--- src/hdl/scpac_pkg.sv ---
// shared types, codes and constants of the smart-card pin access control unit
// no dependencies
`default_nettype none

package scpac_pkg;

  localparam int PinBytesDefault = 8;
  localparam int QueueDepth      = 2;

  localparam logic [1:0] TriesMax = 2'd3;

  // configuration register indexes
  localparam logic [1:0] CFG_USER_PIN     = 2'd0;
  localparam logic [1:0] CFG_USER_PIN_LEN = 2'd1;
  localparam logic [1:0] CFG_ADMIN_PIN    = 2'd2;
  localparam logic [1:0] CFG_ADMIN_PIN_LEN = 2'd3;

  localparam logic [63:0] UserPinReset     = 64'h3132333435360000;
  localparam logic [3:0]  UserPinLenReset  = 4'd6;
  localparam logic [63:0] AdminPinReset    = 64'h3132333435363738;
  localparam logic [3:0]  AdminPinLenReset = 4'd8;

  localparam logic [47:0] AidPrefix = 48'hD27600012401;

  localparam logic [7:0] INS_SELECT = 8'hA4;
  localparam logic [7:0] INS_VERIFY = 8'h20;
  localparam logic [7:0] INS_GET    = 8'hCA;
  localparam logic [7:0] INS_PUT    = 8'hDA;
  localparam logic [7:0] INS_SIGN   = 8'h2A;

  localparam logic [7:0] P1_SELECT_AID = 8'h04;
  localparam logic [7:0] P2_PIN_SIGN   = 8'h81;
  localparam logic [7:0] P2_PIN_USER   = 8'h82;
  localparam logic [7:0] P2_PIN_ADMIN  = 8'h83;
  localparam logic [7:0] P1_SIGN       = 8'h9E;
  localparam logic [7:0] P2_SIGN       = 8'h9A;

  typedef enum logic [3:0] {
    ST_OK          = 4'd0,
    ST_LENGTH      = 4'd1,
    ST_NOT_FOUND   = 4'd2,
    ST_CONDITIONS  = 4'd3,
    ST_P1P2        = 4'd4,
    ST_BLOCKED     = 4'd5,
    ST_RETRIES     = 4'd6,
    ST_SECURITY    = 4'd7,
    ST_UNSUPPORTED = 4'd8
  } status_e;

  typedef enum logic [1:0] {
    FWD_NONE = 2'd0,
    FWD_GET  = 2'd1,
    FWD_PUT  = 2'd2,
    FWD_SIGN = 2'd3
  } fwd_e;

  typedef enum logic [3:0] {
    CMD_LENGTH,
    CMD_SEL_FAIL,
    CMD_SELECT,
    CMD_VERIFY_BADP2,
    CMD_VERIFY,
    CMD_GET,
    CMD_PUT,
    CMD_SIGN_BADP1P2,
    CMD_SIGN,
    CMD_UNSUPPORTED
  } cmd_kind_e;

  typedef enum logic [1:0] {
    PIN_SIGN,
    PIN_USER,
    PIN_ADMIN
  } pin_sel_e;

  // classified request handed from front to back
  typedef struct packed {
    cmd_kind_e kind;
    pin_sel_e  pin;
    logic      lc_zero;
    logic      pin_good;
  } cmd_t;

  typedef struct packed {
    status_e    status;
    logic [1:0] retries;
    fwd_e       forward;
  } res_t;

endpackage

`default_nettype wire

--- src/hdl/scpac_fifo.sv ---
// small synchronous queue used between front, back and the result port
// depends on nothing but its parameters
`default_nettype none

module scpac_fifo #(
  parameter int Width = 8,
  parameter int Depth = 2
) (
  input  wire logic             clk_i,
  input  wire logic             rst_ni,
  input  wire logic             push_i,
  input  wire logic [Width-1:0] wdata_i,
  output logic                  full_o,
  input  wire logic             pop_i,
  output logic [Width-1:0]      rdata_o,
  output logic                  empty_o
);

  localparam int AW = (Depth > 1) ? $clog2(Depth) : 1;
  localparam int CW = $clog2(Depth + 1);

  logic [Width-1:0] mem_q [Depth];
  logic [AW-1:0] wr_ptr_q, wr_ptr_d, rd_ptr_q, rd_ptr_d;
  logic [CW-1:0] count_q, count_d;
  logic          do_push, do_pop;

  assign full_o  = (count_q == CW'(Depth));
  assign empty_o = (count_q == '0);
  assign do_push = push_i && !full_o;
  assign do_pop  = pop_i && !empty_o;
  assign rdata_o = mem_q[rd_ptr_q];

  always_comb begin
    wr_ptr_d = wr_ptr_q;
    rd_ptr_d = rd_ptr_q;
    count_d  = count_q;
    if (do_push) begin
      wr_ptr_d = (wr_ptr_q == AW'(Depth - 1)) ? '0 : wr_ptr_q + AW'(1);
    end
    if (do_pop) begin
      rd_ptr_d = (rd_ptr_q == AW'(Depth - 1)) ? '0 : rd_ptr_q + AW'(1);
    end
    if (do_push && !do_pop) begin
      count_d = count_q + CW'(1);
    end else if (do_pop && !do_push) begin
      count_d = count_q - CW'(1);
    end
  end

  always_ff @(posedge clk_i or negedge rst_ni) begin
    if (!rst_ni) begin
      wr_ptr_q <= '0;
      rd_ptr_q <= '0;
      count_q  <= '0;
    end else begin
      wr_ptr_q <= wr_ptr_d;
      rd_ptr_q <= rd_ptr_d;
      count_q  <= count_d;
    end
  end

  always_ff @(posedge clk_i) begin
    if (do_push) begin
      mem_q[wr_ptr_q] <= wdata_i;
    end
  end

endmodule

`default_nettype wire

--- src/hdl/scpac_front.sv ---
// front part: pin configuration registers and command classification
// depends on scpac_pkg
`default_nettype none

module scpac_front
  import scpac_pkg::*;
#(
  parameter int PinBytes = PinBytesDefault
) (
  input  wire logic        clk_i,
  input  wire logic        rst_ni,
  input  wire logic        cfg_valid_i,
  input  wire logic [1:0]  cfg_index_i,
  input  wire logic [63:0] cfg_data_i,
  input  wire logic        length_ok_i,
  input  wire logic [7:0]  op_i,
  input  wire logic [7:0]  param_one_i,
  input  wire logic [7:0]  param_two_i,
  input  wire logic [15:0] data_length_i,
  input  wire logic [63:0] data_head_i,
  output cmd_t             cmd_o
);

  logic [63:0] user_pin_q, admin_pin_q;
  logic [3:0]  user_len_q, admin_len_q;

  always_ff @(posedge clk_i or negedge rst_ni) begin
    if (!rst_ni) begin
      user_pin_q  <= UserPinReset;
      user_len_q  <= UserPinLenReset;
      admin_pin_q <= AdminPinReset;
      admin_len_q <= AdminPinLenReset;
    end else if (cfg_valid_i) begin
      case (cfg_index_i)
        CFG_USER_PIN:      user_pin_q  <= cfg_data_i;
        CFG_USER_PIN_LEN:  user_len_q  <= cfg_data_i[3:0];
        CFG_ADMIN_PIN:     admin_pin_q <= cfg_data_i;
        CFG_ADMIN_PIN_LEN: admin_len_q <= cfg_data_i[3:0];
        default: ;
      endcase
    end
  end

  logic        is_user, is_admin;
  logic [63:0] sel_pin;
  logic [3:0]  sel_len;
  logic        bytes_eq;

  assign is_user  = (param_two_i == P2_PIN_SIGN) || (param_two_i == P2_PIN_USER);
  assign is_admin = (param_two_i == P2_PIN_ADMIN);
  assign sel_pin  = is_admin ? admin_pin_q : user_pin_q;
  assign sel_len  = is_admin ? admin_len_q : user_len_q;

  // leading bytes up to the pin length must match
  always_comb begin
    bytes_eq = 1'b1;
    for (int k = 0; k < 8; k++) begin
      if ((4'(k) < sel_len) &&
          (data_head_i[63-8*k -: 8] != sel_pin[63-8*k -: 8])) begin
        bytes_eq = 1'b0;
      end
    end
  end

  always_comb begin
    cmd_o          = '0;
    cmd_o.kind     = CMD_UNSUPPORTED;
    cmd_o.pin      = is_admin ? PIN_ADMIN :
                     ((param_two_i == P2_PIN_SIGN) ? PIN_SIGN : PIN_USER);
    cmd_o.lc_zero  = (data_length_i == '0);
    cmd_o.pin_good = bytes_eq && (sel_len != '0) && (sel_len <= 4'(PinBytes)) &&
                     (data_length_i == {12'd0, sel_len});
    if (!length_ok_i) begin
      cmd_o.kind = CMD_LENGTH;
    end else begin
      case (op_i)
        INS_SELECT: begin
          if (param_one_i != P1_SELECT_AID || data_length_i < 16'd6 ||
              data_head_i[63:16] != AidPrefix) begin
            cmd_o.kind = CMD_SEL_FAIL;
          end else begin
            cmd_o.kind = CMD_SELECT;
          end
        end
        INS_VERIFY: cmd_o.kind = (is_user || is_admin) ? CMD_VERIFY : CMD_VERIFY_BADP2;
        INS_GET:    cmd_o.kind = CMD_GET;
        INS_PUT:    cmd_o.kind = CMD_PUT;
        INS_SIGN: begin
          if (param_one_i != P1_SIGN || param_two_i != P2_SIGN) begin
            cmd_o.kind = CMD_SIGN_BADP1P2;
          end else begin
            cmd_o.kind = CMD_SIGN;
          end
        end
        default: cmd_o.kind = CMD_UNSUPPORTED;
      endcase
    end
  end

endmodule

`default_nettype wire

--- src/hdl/scpac_back.sv ---
// back part: selection, verified flags, retry counters and result codes
// depends on scpac_pkg
`default_nettype none

module scpac_back
  import scpac_pkg::*;
(
  input  wire logic clk_i,
  input  wire logic rst_ni,
  input  wire cmd_t cmd_i,
  input  wire logic cmd_valid_i,
  output logic      cmd_pop_o,
  input  wire logic res_full_i,
  output logic      res_push_o,
  output res_t      res_o
);

  logic       selected_q, selected_d;
  logic       sign_ok_q, sign_ok_d;
  logic       user_ok_q, user_ok_d;
  logic       admin_ok_q, admin_ok_d;
  logic [1:0] user_tries_q, user_tries_d;
  logic [1:0] admin_tries_q, admin_tries_d;
  logic [1:0] tries, tries_next;
  logic       fire;

  assign fire       = cmd_valid_i && !res_full_i;
  assign cmd_pop_o  = fire;
  assign res_push_o = fire;

  assign tries = (cmd_i.pin == PIN_ADMIN) ? admin_tries_q : user_tries_q;

  always_comb begin
    selected_d    = selected_q;
    sign_ok_d     = sign_ok_q;
    user_ok_d     = user_ok_q;
    admin_ok_d    = admin_ok_q;
    user_tries_d  = user_tries_q;
    admin_tries_d = admin_tries_q;
    tries_next    = tries;
    res_o         = '{status: ST_OK, retries: 2'd0, forward: FWD_NONE};

    case (cmd_i.kind)
      CMD_LENGTH:   res_o.status = ST_LENGTH;
      CMD_SEL_FAIL: res_o.status = ST_NOT_FOUND;
      CMD_SELECT: begin
        selected_d = 1'b1;
        sign_ok_d  = 1'b0;
        user_ok_d  = 1'b0;
        admin_ok_d = 1'b0;
      end
      default: begin
        if (!selected_q) begin
          res_o.status = ST_CONDITIONS;
        end else begin
          case (cmd_i.kind)
            CMD_VERIFY_BADP2: res_o.status = ST_P1P2;
            CMD_VERIFY: begin
              if (tries == 2'd0) begin
                res_o.status = ST_BLOCKED;
              end else if (cmd_i.lc_zero) begin
                res_o.status  = ST_RETRIES;
                res_o.retries = tries;
              end else if (!cmd_i.pin_good) begin
                tries_next    = tries - 2'd1;
                res_o.status  = ST_RETRIES;
                res_o.retries = tries_next;
              end else begin
                tries_next = TriesMax;
                case (cmd_i.pin)
                  PIN_SIGN:  sign_ok_d  = 1'b1;
                  PIN_USER:  user_ok_d  = 1'b1;
                  PIN_ADMIN: admin_ok_d = 1'b1;
                  default: ;
                endcase
              end
              if (cmd_i.pin == PIN_ADMIN) begin
                admin_tries_d = tries_next;
              end else begin
                user_tries_d = tries_next;
              end
            end
            CMD_GET: res_o.forward = FWD_GET;
            CMD_PUT: begin
              if (!admin_ok_q) begin
                res_o.status = ST_SECURITY;
              end else begin
                res_o.forward = FWD_PUT;
              end
            end
            CMD_SIGN_BADP1P2: res_o.status = ST_P1P2;
            CMD_SIGN: begin
              if (!sign_ok_q) begin
                res_o.status = ST_SECURITY;
              end else begin
                res_o.forward = FWD_SIGN;
              end
            end
            default: res_o.status = ST_UNSUPPORTED;
          endcase
        end
      end
    endcase
  end

  always_ff @(posedge clk_i or negedge rst_ni) begin
    if (!rst_ni) begin
      selected_q    <= 1'b0;
      sign_ok_q     <= 1'b0;
      user_ok_q     <= 1'b0;
      admin_ok_q    <= 1'b0;
      user_tries_q  <= TriesMax;
      admin_tries_q <= TriesMax;
    end else if (fire) begin
      selected_q    <= selected_d;
      sign_ok_q     <= sign_ok_d;
      user_ok_q     <= user_ok_d;
      admin_ok_q    <= admin_ok_d;
      user_tries_q  <= user_tries_d;
      admin_tries_q <= admin_tries_d;
    end
  end

endmodule

`default_nettype wire

--- src/hdl/smartcard_pin_access_control_unit.sv ---
// top level of the smart-card pin access control unit
// depends on scpac_pkg, scpac_front, scpac_back and scpac_fifo
`default_nettype none

// Gate for parsed smart-card commands in the style of an OpenPGP card. Each
// request (INS, P1, P2, Lc, first eight data bytes) yields one result: a status
// code, the retry count of the addressed PIN and a forward code for get data,
// put data or sign requests that passed their access checks. The unit takes
// one request per clock while full is low and delivers one result per clock
// while results are popped. The front compares the PIN and classifies the
// request combinationally and writes it into a two-entry queue; the back pops
// it, updates selection, verified flags and retry counters and writes the
// result into a two-entry output queue that drives the result ports, so
// either side may stall without stopping the other. PIN registers are
// written through the configuration port, which is always ready; write them
// only when no request is in flight. Register index 0 user PIN, 1 user PIN
// length, 2 admin PIN, 3 admin PIN length.
module smartcard_pin_access_control_unit
  import scpac_pkg::*;
#(
  parameter int PinBytes = PinBytesDefault
) (
  input  wire logic        clk_i,
  input  wire logic        rst_ni,
  // configuration write channel
  input  wire logic        cfg_valid_i,
  output logic             cfg_ready_o,
  input  wire logic [1:0]  cfg_index_i,
  input  wire logic [63:0] cfg_data_i,
  // request side
  input  wire logic        push,
  output logic             full,
  input  wire logic        length_ok_i,
  input  wire logic [7:0]  op_i,
  input  wire logic [7:0]  param_one_i,
  input  wire logic [7:0]  param_two_i,
  input  wire logic [15:0] data_length_i,
  input  wire logic [63:0] data_head_i,
  // result side
  output logic             empty,
  input  wire logic        pop,
  output logic [3:0]       status_o,
  output logic [1:0]       retries_o,
  output logic [1:0]       forward_o
);

  localparam int CmdW = $bits(cmd_t);
  localparam int ResW = $bits(res_t);

  cmd_t cmd_in, cmd_out;
  res_t res_in, res_out;
  logic cmd_empty, cmd_pop;
  logic res_full, res_push;

  // config is never back-pressured
  assign cfg_ready_o = 1'b1;

  scpac_front #(
    .PinBytes(PinBytes)
  ) u_front (
    .clk_i         (clk_i),
    .rst_ni        (rst_ni),
    .cfg_valid_i   (cfg_valid_i),
    .cfg_index_i   (cfg_index_i),
    .cfg_data_i    (cfg_data_i),
    .length_ok_i   (length_ok_i),
    .op_i          (op_i),
    .param_one_i   (param_one_i),
    .param_two_i   (param_two_i),
    .data_length_i (data_length_i),
    .data_head_i   (data_head_i),
    .cmd_o         (cmd_in)
  );

  // classified requests waiting for the back
  scpac_fifo #(
    .Width(CmdW),
    .Depth(QueueDepth)
  ) u_cmd_q (
    .clk_i   (clk_i),
    .rst_ni  (rst_ni),
    .push_i  (push),
    .wdata_i (cmd_in),
    .full_o  (full),
    .pop_i   (cmd_pop),
    .rdata_o (cmd_out),
    .empty_o (cmd_empty)
  );

  scpac_back u_back (
    .clk_i       (clk_i),
    .rst_ni      (rst_ni),
    .cmd_i       (cmd_out),
    .cmd_valid_i (!cmd_empty),
    .cmd_pop_o   (cmd_pop),
    .res_full_i  (res_full),
    .res_push_o  (res_push),
    .res_o       (res_in)
  );

  // finished results waiting to be taken
  scpac_fifo #(
    .Width(ResW),
    .Depth(QueueDepth)
  ) u_res_q (
    .clk_i   (clk_i),
    .rst_ni  (rst_ni),
    .push_i  (res_push),
    .wdata_i (res_in),
    .full_o  (res_full),
    .pop_i   (pop),
    .rdata_o (res_out),
    .empty_o (empty)
  );

  assign status_o  = res_out.status;
  assign retries_o = res_out.retries;
  assign forward_o = res_out.forward;

endmodule

`default_nettype wire

--- config.mk ---
export PLATFORM = sky130hd
export DESIGN_NAME = smartcard_pin_access_control_unit
export DESIGN_NICKNAME = d
export VERILOG_FILES = /design/src/hdl/scpac_pkg.sv /design/src/hdl/scpac_fifo.sv /design/src/hdl/scpac_front.sv /design/src/hdl/scpac_back.sv /design/src/hdl/smartcard_pin_access_control_unit.sv
export SDC_FILE = /design/constraint.sdc
export NUM_CORES = 1
export LEC_CHECK = 0
export BUFFER_PORTS_ARGS = -buffer_cell sky130_fd_sc_hd__buf_2
export CAP_MARGIN = 0
export CORE_MARGIN = 2
export CORE_UTILIZATION = 25
export CTS_BUF_LIST = sky130_fd_sc_hd__clkbuf_16
export DETAILED_ROUTE_END_ITERATION = 8
export PLACE_DENSITY = 0.44
export RECOVER_POWER = 100
export SLEW_MARGIN = 20
export SYNTH_ARGS = -nofsm -noshare
export SYNTH_HDL_FRONTEND = slang
export SYNTH_HIERARCHICAL = 1
export SYNTH_SLANG_ARGS = --single-unit
--- constraint.sdc ---
create_clock -name clk_i -period 3.48 [get_ports clk_i]
set_clock_uncertainty 0.15 [all_clocks]
set_input_delay 0.696 -clock clk_i [delete_from_list [all_inputs] [get_ports clk_i]]
set_output_delay 0.696 -clock clk_i [all_outputs]
set_load 0.01 [all_outputs]
==> Flow_metrics.wiki <==
{| class="wikitable"
! Metric !! Value
|-
| Mapped cell area || 0.00989 mm²
|-
| Routed vias || 7790
|-
| # nets final || 1290
|-
| Clock tree from TritonCTS || yes
|-
| Proportion of total power due to net switching || roughly 33%
|-
| First-pass GRT wire length || 46600 µm
|-
| Status || finished with violations
|-
| Post-detail-place hpwl || 23300 µm
|-
| Worst-case vdd ir drop || about 0.00036 V
|-
| Violated checks || max-capacitance violations, max-slew violations
|-
| XOR/XNOR share of the synthesized area || roughly 3.7%
|-
| Max-slew violation total from the final report || 137
|-
| Placeable core region || 0.0388 mm²
|-
| Antenna violations before repair || 11
|-
| Share of total power in the clock network || 26.5%
|-
| Largest stage delay, worst path || 0.40 ns
|-
| Switching power || 2.34 mW
|-
| Share of synthesized registers carrying an async set or reset || 82.5%
|-
| Fraction of power consumed by combinational cells || 27.5%
|-
| Number of enable flip-flop cells after synthesis || 32
|-
| Count of state elements after synthesis || 183
|-
| Leakage || ~4.9 nW
|-
| Headroom to the max-slew limit || -79.6%
|-
| Clock Tree Buf Depth || 2
|-
| Arithmetic-cell share of the synthesized area counting full adders, half adders and majority gates || 0.253%
|-
| Ratio of routed vias to standard cells || 4.73
|-
| Number of stages on the worst hold path || 3
|-
| Cell Int Power || 4.69 mW
|-
| Mux contribution to synthesized area || 18.0%
|-
| Largest net degree at the start of global routing || a little under 70
|-
| Buffers plus inverters on the worst setup path || 3
|-
| Overall die width || 203 µm
|-
| Cells along the critical path || buf_2 -> nor4bb_4 -> nand2_4 -> inv_4 -> clkbuf_4 -> o21ai_0 -> a221oi_2 -> nand4_1 -> nor4bb_2 -> o21ai_0 -> a2111oi_2
|-
| Syn_nets || 1082
|-
| Register-to-register path setup slack || 0.72 ns
|-
| Final non-filler cell area || 0.0121 mm²
|-
| DIE HEIGHT || around 200 µm
|-
| # Post-CTS Setup Buffers || 0
|-
| Class of the most critical hold timing path || input port to flip-flop
|-
| Final hold viol count || 0
|-
| Main combinational cell family by area after synthesis || multiplexers
|-
| CP top delay family || simple AND/OR/NAND/NOR gates
|-
| Die footprint || 0.0412 mm²
|-
| RSZ-0062 raised after global routing || false
|-
| Maxcap violations || 3
|-
| I/O pin total || 187
|-
| Part of the total power dissipated in sequential elements || 46.0%
|-
| Number of cell rows || 72
|-
| Number of instances in the synthesized netlist || ~900
|-
| Power per standard cell area || 579 mW/mm²
|-
| Filler cells || 4028
|-
| Final worst-path cycle share || roughly 90%
|-
| Distinct cells, synth || 78
|-
| Critical R2R Launch || u_cmd_q/rd_ptr_q$_DFFE_PN0P_
|-
| DRC viols || 0
|-
| Area growth from synthesis to layout || 22.9%
|-
| Number of port buffers || between 150 and 200
|-
| Fraction of the mapped netlist area in simple logic gates || 12.8%
|-
| Clock-pin slew on the worst setup and hold paths || 0.07 ns
|-
| Drt initial violations || between 300 and 400
|-
| Aggregate global routing overflow || 0
|-
| Placer's final routability congestion estimate || 0.852
|-
| Fmax achieved || 315 MHz
|-
| Slowest stage cell on the critical path || nor4bb_2
|-
| Deepest level of the CTS H-tree || 4
|-
| Starting density of the core || 25.5%
|-
| Post-layout power || 7.03 mW
|-
| Final setup violation count || 0
|-
| Number of optimization iterations in the first detailed-route pass || 4
|-
| End point of the most critical hold path || u_front/user_pin_q[8]$_DFFE_PN0P_
|-
| Element type at the critical path start || input port
|-
| Reg2reg path depth || 5
|-
| Commonest register cell after synthesis || dfrtp_1
|-
| Clock sink total || 183
|-
| Number of buffers created by CTS || 17
|-
| Final ANT Viol Nets || 0
|-
| WP data arrival || ~3.3 ns
|-
| Worst EP required || 3.57 ns
|-
| Skew-Pair Late Insertion Delay || 0.45 ns
|-
| Routed wire length per instance || 18.4 µm
|-
| Layout cell share with drive strength beyond 1 || 38.7%
|-
| Sort of element at the end of the critical path || flip-flop
|-
| Endpoint of the lowest-slack register-to-register path || u_res_q/mem_q[0][4]$_DFFE_PP_
|-
| Area fraction in compound gates after synthesis || 11.6%
|-
| Synthesized area per cell || approximately 11 µm²
|-
| Vias in the first global route || 7915
|-
| Slew of the pin with the lowest slew margin || 2.69 ns
|-
| Cell chosen for the clock root || clkbuf_16
|-
| Source of the worst hold timing path || cfg_data_i[8]
|-
| Sequential share of the synthesized area || between 40% and 50%
|-
| Yosys Warn Count || 6
|-
| Final critical path time including I/O delays and setup || 3.17 ns
|-
| Total global-route track usage || between 10% and 20%
|-
| Critical path type || input port to flip-flop
|-
| Maximum fanout count along the critical path || 12
|-
| Most prevalent standard cell on the critical path || o21ai_0
|-
| Area of placed instances || 0.0116 mm²
|-
| Total wire length || around 30000 µm
|}
[cell usage after synthesis (4+ instances only)]
| library cell | count | share of area, % |
|---|---|---|
| dfrtp_1 | 94 | 24 |
| nand2_1 | 67 | 2.5 |
| nor4b_1 | 5 | 0.44 |
| clkbuf_1 | 21 | 0.80 |
| dfstp_2 | 57 | 15 |
| o21ai_0 | 36 | 1.8 |
| nor2_1 | 35 | 1.3 |
| buf_2 | 8 | 0.40 |
| nand2b_1 | 7 | 0.44 |
| or4_1 | 4 | 0.30 |
| nand4_1 | 14 | 0.89 |
| and3_1 | 6 | 0.38 |
| nor4_1 | 23 | 1.5 |
| mux2_2 | 124 | 14 |
| mux2i_1 | 25 | 2.5 |
| inv_1 | 72 | 2.7 |
| edfxtp_1 | 32 | 9.7 |
| nor2b_1 | 11 | 0.70 |
| a21oi_1 | 34 | 1.7 |
| a31oi_1 | 10 | 0.63 |
| buf_4 | 7 | 0.53 |
| nor3_1 | 7 | 0.35 |
| o211ai_1 | 10 | 0.76 |
| xor2_1 | 23 | 2.0 |
| xnor2_1 | 15 | 1.3 |
| mux2_1 | 12 | 1.4 |
| o22ai_1 | 42 | 2.7 |
| nor3b_1 | 7 | 0.53 |
| nand3_1 | 18 | 0.91 |
[final cells by class]
type,count,area [µm²],area share [%]
Clock inverter,15,119,0.978
Inverter,73,277,2.28
Timing Repair Buffer,228,1260,10.4
Tap cell,518,648,5.33
Antenna cell,5,12.5,0.103
Clock buffer,17,425,3.50
Sequential cell,183,4810,39.6
Multi-Input combinational cell,609,4590,37.8
[state kept, by name (all words and copies together) (netlist names)]
signal,count
u_back/admin_ok_q,1
u_back/admin_tries_q,2
u_back/selected_q,1
u_back/sign_ok_q,1
u_back/user_tries_q,2
u_cmd_q/count_q,2
u_cmd_q/mem_q,16
u_cmd_q/rd_ptr_q,1
u_cmd_q/wr_ptr_q,1
u_front/admin_len_q,4
u_front/admin_pin_q,64
u_front/user_len_q,4
u_front/user_pin_q,64
u_res_q/count_q,2
u_res_q/mem_q,16
u_res_q/rd_ptr_q,1
u_res_q/wr_ptr_q,1
[per-stage QoR]
step | utilization, % | TNS [ns] | setup WS (ns) | std cells | hold WS (ns)
after floorplan | - | 0 | 0.259 | 904 | 0.250
after global placement | 30.0 | -0.696 | -0.348 | 1611 | 0.340
after detailed placement | 30.0 | -0.830 | -0.415 | 1611 | 0.343
after CTS | 31.4 | 0 | 0.0524 | 1643 | 0.0193
after global routing | 31.3 | 0 | 0.0423 | 1645 | 0.310
final | 31.3 | 0 | 0.307 | 1648 | 0.319
[cells by family (layout without fill, tap and decap cells)]
kind of cell / count (synthesis) / count (layout)
AOI/OAI and AO/OA: 176 / 176
xor gates and xnor gates: 40 / 40
adders and majority gates: 2 / 2
buffers and inverters: 112 / 333
DFF: 183 / 183
muxes: 161 / 161
other: 1 / 6
and+or+nand+nor: 229 / 229
[what timing repair did]
action                                 in CTS  in global routing
hold buffers                                0                  0
setup endpoints to repair                   0                  2
endpoints found under the hold margin       0                  0
gates resized for setup                     0                  2
[worst register-to-register path, delay by kind of cell, from the launching register on]
family / cells / cell delay, ns
compound gates: 2 / 0.30
flops: 1 / 0.66
simple gates: 1 / 0.49
mux: 2 / 0.89
[how the worst max path moves through the flow]
stage                        start                             to  depth (start not counted)
floorplan           param_two_i[2]  u_cmd_q/mem_q[0][0]$_DFFE_PP_                         10
global placement    param_two_i[3]  u_cmd_q/mem_q[0][0]$_DFFE_PP_                         10
detailed placement  param_two_i[3]  u_cmd_q/mem_q[0][0]$_DFFE_PP_                         10
CTS                 param_two_i[3]  u_cmd_q/mem_q[0][0]$_DFFE_PP_                         10
global route        param_two_i[2]  u_cmd_q/mem_q[0][0]$_DFFE_PP_                         11
finish              param_two_i[3]  u_cmd_q/mem_q[0][0]$_DFFE_PP_                         11
[cells in the final DEF, fill, tap and decap left out, drive strengths merged, types with 3 or more instances in the layout]
| cell type | synthesis | routed |
|---|---|---|
| edfxtp | 32 | 32 |
| mux2i | 25 | 25 |
| buf | 18 | 207 |
| inv | 73 | 82 |
| nor2 | 35 | 35 |
| a21oi | 34 | 34 |
| xor2 | 23 | 23 |
| nor4b | 8 | 8 |
| o21ai | 39 | 39 |
| nand2b | 7 | 7 |
| dfrtp | 94 | 94 |
| nand3 | 18 | 18 |
| a32oi | 3 | 3 |
| nor3 | 7 | 7 |
| nor2b | 11 | 11 |
| mux2 | 136 | 136 |
| and3 | 6 | 6 |
| o41ai | 3 | 3 |
| or4 | 4 | 4 |
| o22ai | 42 | 42 |
| o221ai | 3 | 3 |
| nand3b | 3 | 3 |
| o2111ai | 3 | 3 |
| a2111oi | 4 | 4 |
| or3 | 3 | 3 |
| nor4 | 23 | 23 |
| dfstp | 57 | 57 |
| xnor2 | 17 | 17 |
| clkbuf | 21 | 38 |
| o211ai | 10 | 10 |
| a31oi | 10 | 10 |
| nor3b | 7 | 7 |
| nand4 | 14 | 14 |
| nand2 | 70 | 70 |
| diode | 0 | 5 |
| clkinv | 0 | 5 |
[metal layers]
layer | wire, µm | share of wire (%) | up-vias | GRT usage [%]
li1 | - | - | 3734 | -
met1 | 13000 | 43 | 3800 | 18.5
met2 | 14800 | 49 | 199 | 24.9
met3 | 1730 | 5.7 | 45 | 4.45
met4 | 684 | 2.3 | 12 | 4.87
met5 | 72 | 0.24 | - | 0
[power by group through the flow]
| stage | Combinational (mW) | Clock (mW) | Sequential [mW] |
|---|---|---|---|
| CTS | 1.99 | 1.94 | 3.24 |
| global route | 2.17 | 2.04 | 3.32 |
| finish | 1.93 | 1.87 | 3.24 |
| floorplan | 1.49 | 0 | 3.10 |
| global placement | 1.95 | 0 | 3.27 |
| detailed placement | 1.98 | 0 | 3.28 |
No activity file was read; power rests on OpenSTA's default activity.
